$ cat src/design/lz77_apd_pkg.sv
// Package for the LZ77 absolute-position decoder.
// Sizes, controller states and the command/status bundles; no dependencies.
package lz77_apd_pkg;

  localparam int HISTORY_DEPTH = 65536;
  localparam int MAX_MATCH     = 64;

  localparam int ADDR_W = $clog2(HISTORY_DEPTH);
  localparam int CNT_W  = ADDR_W + 1;
  // width that holds position + length and count + length without wrap
  localparam int SUM_W  = ((CNT_W > 17) ? CNT_W : 17) + 1;
  localparam int LEN_W  = 7;

  typedef enum logic [1:0] {
    ST_IDLE,
    ST_CHECK,
    ST_LOAD,
    ST_EMIT
  } state_t;

  typedef struct packed {
    logic take_token;
    logic emit_lit;
    logic emit_err;
    logic rd_first;
    logic load_byte;
  } cmd_t;

  typedef struct packed {
    logic stopped;
    logic is_lit;
    logic lit_ok;
    logic copy_ok;
    logic last;
  } status_t;

endpackage

$ cat src/design/lz77_apd_ctrl.sv
// Controller FSM for the LZ77 absolute-position decoder.
// Depends on lz77_apd_pkg; drives the datapath by cmd_t, reads status_t.
module lz77_apd_ctrl (
  input  logic                   clk,
  input  logic                   rst,
  input  logic                   in_valid,
  output logic                   in_ready,
  output logic                   out_valid,
  input  logic                   out_ready,
  input  lz77_apd_pkg::status_t  status,
  output lz77_apd_pkg::cmd_t     cmd
);

  lz77_apd_pkg::state_t state, state_next;

  always_ff @(posedge clk) begin
    if (rst) begin
      state <= lz77_apd_pkg::ST_IDLE;
    end else begin
      state <= state_next;
    end
  end

  always_comb begin
    state_next = state;
    cmd        = '0;
    in_ready   = 1'b0;
    out_valid  = 1'b0;
    unique case (state)
      lz77_apd_pkg::ST_IDLE: begin
        in_ready = 1'b1;
        if (in_valid) begin
          cmd.take_token = 1'b1;
          state_next     = lz77_apd_pkg::ST_CHECK;
        end
      end
      lz77_apd_pkg::ST_CHECK: begin
        if (status.stopped) begin
          state_next = lz77_apd_pkg::ST_IDLE;
        end else if (status.is_lit) begin
          cmd.emit_lit = status.lit_ok;
          cmd.emit_err = !status.lit_ok;
          state_next   = lz77_apd_pkg::ST_EMIT;
        end else if (status.copy_ok) begin
          cmd.rd_first = 1'b1;
          state_next   = lz77_apd_pkg::ST_LOAD;
        end else begin
          cmd.emit_err = 1'b1;
          state_next   = lz77_apd_pkg::ST_EMIT;
        end
      end
      lz77_apd_pkg::ST_LOAD: begin
        cmd.load_byte = 1'b1;
        state_next    = lz77_apd_pkg::ST_EMIT;
      end
      lz77_apd_pkg::ST_EMIT: begin
        out_valid = 1'b1;
        if (out_ready) begin
          if (status.last) begin
            state_next = lz77_apd_pkg::ST_IDLE;
          end else begin
            // next byte's read was issued on the previous load
            cmd.load_byte = 1'b1;
          end
        end
      end
      default: begin
        state_next = lz77_apd_pkg::ST_IDLE;
      end
    endcase
  end

endmodule

$ cat config.mk
export PLATFORM = sky130hd
export DESIGN_NAME = lz77_apd_ctrl
export DESIGN_NICKNAME = d
export VERILOG_FILES = /design/src/design/lz77_apd_pkg.sv /design/src/design/lz77_apd_ctrl.sv
export SDC_FILE = /design/constraint.sdc
export NUM_CORES = 1
export LEC_CHECK = 0
export BUFFER_PORTS_ARGS = -buffer_cell sky130_fd_sc_hd__buf_2
export CAP_MARGIN = 20
export CORE_AREA = 2 2 39 41
export DETAILED_ROUTE_END_ITERATION = 7
export DIE_AREA = 0 0 41 43
export SYNTH_ARGS = -nofsm -noshare
export SYNTH_HDL_FRONTEND = slang
export SYNTH_SLANG_ARGS = --single-unit
$ cat constraint.sdc
create_clock -name clk -period 1 [get_ports clk]
set_input_delay 0.2 -clock clk [delete_from_list [all_inputs] [get_ports clk]]
set_output_delay 0.2 -clock clk [all_outputs]
set_load 0.02 [all_outputs]
==> results.cfg <==
[routing]
viasPerCell = 3.85
first_iter_violations = 2
antenna_left = 0
wire_per_inst_microns = 9.15
vias = 239
drc = 0
drt_first_pass_iters = 3
drt_wl_total_microns = 567

[synthesis]
yosysTopAreaCellShare_pct = 25.6
postSynth.asyncResetShare_pct = 0
yosys-top-cells-count = 2 x a21oi_1, 2 x dfxtp_1, 2 x nand2_1, 2 x nor2_1
syn_area_sq_um = 156
ys_seq_elements = 2
syn_inst = 20
synth-edff-count = 0
synth.distinct_cells = 16
syn_nets = 29
ys.flop_type = dfxtp_1
ys_seq_area_share_pct = 25.6
yosysWarningCount = 0
synth_area_leaders = dfxtp_1 26%, nor3b_4 12%, a21oi_1 6.4%
synth_top_area_cell = dfxtp_1
syn-mean-instance-area_sq_um = 7.82

[power_and_ir_drop]
ir_drop_uv = 345
powerDensity_nw_per_um2 = 1200
p_leak_uw = 0.000197
power_uw = 512

[floorplan]
rows = 14
coreArea_sq_um = 1380
die_x_microns = 41
ios = 16
floorplan.initialDensity_pct = 11.3
die_height_microns = 43
dieArea_sq_um = 1760

[layout]
multi_input_area_sq_um = 158
num-fill-cells = 157
area_growth_pct = 174
final_core_util_pct = 30.9
drive_above_1_share_pct = 80.4
antennaDiodeCount = 0
seq_area_sq_um = 45.0
nets = 56

[min_path]
hold_depth = 2
worstHoldPathType = in2reg

[place]
pre_cts_slack_ps = -188
dp_hpwl_microns = 427
gp_congestion = 0.723
port_buffers = 15

[setup_path]
cp_data_arrival_time_ps = 1180
required_ps = 800
reg2regPathDepth = 4
critPathMaxFanout = 4
startpoint_type = register
cp-end-kind = output port
critPathKind = reg2out

[sta]
setup_violations = 8
relSlewSlack_pct = 84.2
fin_ws_ps = -377
skew_ps = 5.36
tightestPinTransition_ps = 237
fmax_ghz = 0.726
hold_violations = 0
rsz0062_at_grt = yes
finalCritPeriodShare_pct = 138
period_needed_ps = 1380
holdWs_ps = 145
slew_violations = 0

[global_route]
grt_pass1_vias = 230
globalRouteOverflowTotal = 0
antenna_found_initial = 0
grt_max_degree = 7
grt_pass1_wl_microns = 897
grt_usage_pct = 8.22

[clock_tree]
clkLatencyLatePin_ps = 230
numCtsBuffers = 3
holdBufCountCts = 0
cts.sinks = 2
root_buffer = clkbuf_4
cts_tree = done
clk_pin_slew_ps = 30
htreeDepth = 1
cts_buffer_depth = 2

[run_status]
violations = setup timing
outcome = complete, but fails checks

[run]
cap_violations = 0
-- worst max-delay path: stages, from the launching register on --
cell,delay (ps)
dfxtp_4,330
nor3b_4,250
nor3b_4,230
buf_6,140
-- area by class of cell --
type                       instances  area share, %
sequential                         2           10.5
multi-input combinational         17           36.8
inverter                           1          0.877
tap                               16           4.68
clock buffer                       4           6.14
timing repair buffer              22           40.9
-- cell families after synthesis --
family          Yosys count  synth area share [%]
simple gates             12                  49.6
compound gates            5                  22.4
flops                     2                  25.6
buf+inv                   1                  2.40
-- where the power goes --
part | switching [uW] | total [uW] | internal [uW]
Clock | 50.0 | 198 | 148
Sequential | 6.45 | 96.0 | 89.5
Combinational | 95.1 | 218 | 123
Total | 152 | 512 | 361
-- worst paths after layout --
check | from | to | slack [ps]
setup / recovery | state[0]$_SDFFE_PP0P_ | cmd[1] | -380
hold reg to reg | register | state[0]$_SDFFE_PP0P_ | 640
hold / removal | rst | state[0]$_SDFFE_PP0P_ | 150
setup reg to reg | state[0]$_SDFFE_PP0P_ | state[0]$_SDFFE_PP0P_ | -110
-- stage by stage --
step,cells,instance area [sq um],TNS [ps]
global placement,55,314,-676
finish,62,428,-2420
CTS,59,384,-2230
global route,62,428,-2930
floorplan,20,189,-217
detailed placement,55,314,-735
-- metal layers --
layer / routed length [microns] / vias up / part of all wire, % / GRT usage [%]
met5: 0 / - / 0 / 0
met3: 34 / 0 / 6.0 / 3.14
li1: - / 122 / - / -
met4: 0 / 0 / 0 / 10.0
met1: 228 / 110 / 40 / 8.95
met2: 303 / 7 / 53 / 10.3
-- timing repair --
| action | in CTS | in global routing |
|---|---|---|
| buffers inserted | 1 | 4 |
| setup endpoints to repair | 8 | 9 |
| pin swaps | 2 | 3 |
| hold endpoints to repair | 0 | 0 |
| gates resized for setup | 14 | 6 |
| gates cloned | 0 | 0 |
-- cell usage in the layout (no fill, tap or decap), drive strengths merged --
| cell | instances |
|---|---|
| dfxtp | 2 |
| nand2b | 1 |
| nor3b | 2 |
| a21boi | 1 |
| a21oi | 2 |
| and2 | 2 |
| buf | 22 |
| nor3 | 1 |
| nor2 | 2 |
| clkbuf | 4 |
| inv | 1 |
| and3 | 1 |
| nand3 | 1 |
| a311oi | 1 |
| o21ai | 1 |
| nand2 | 2 |
No activity file was read; power rests on OpenSTA's default activity.
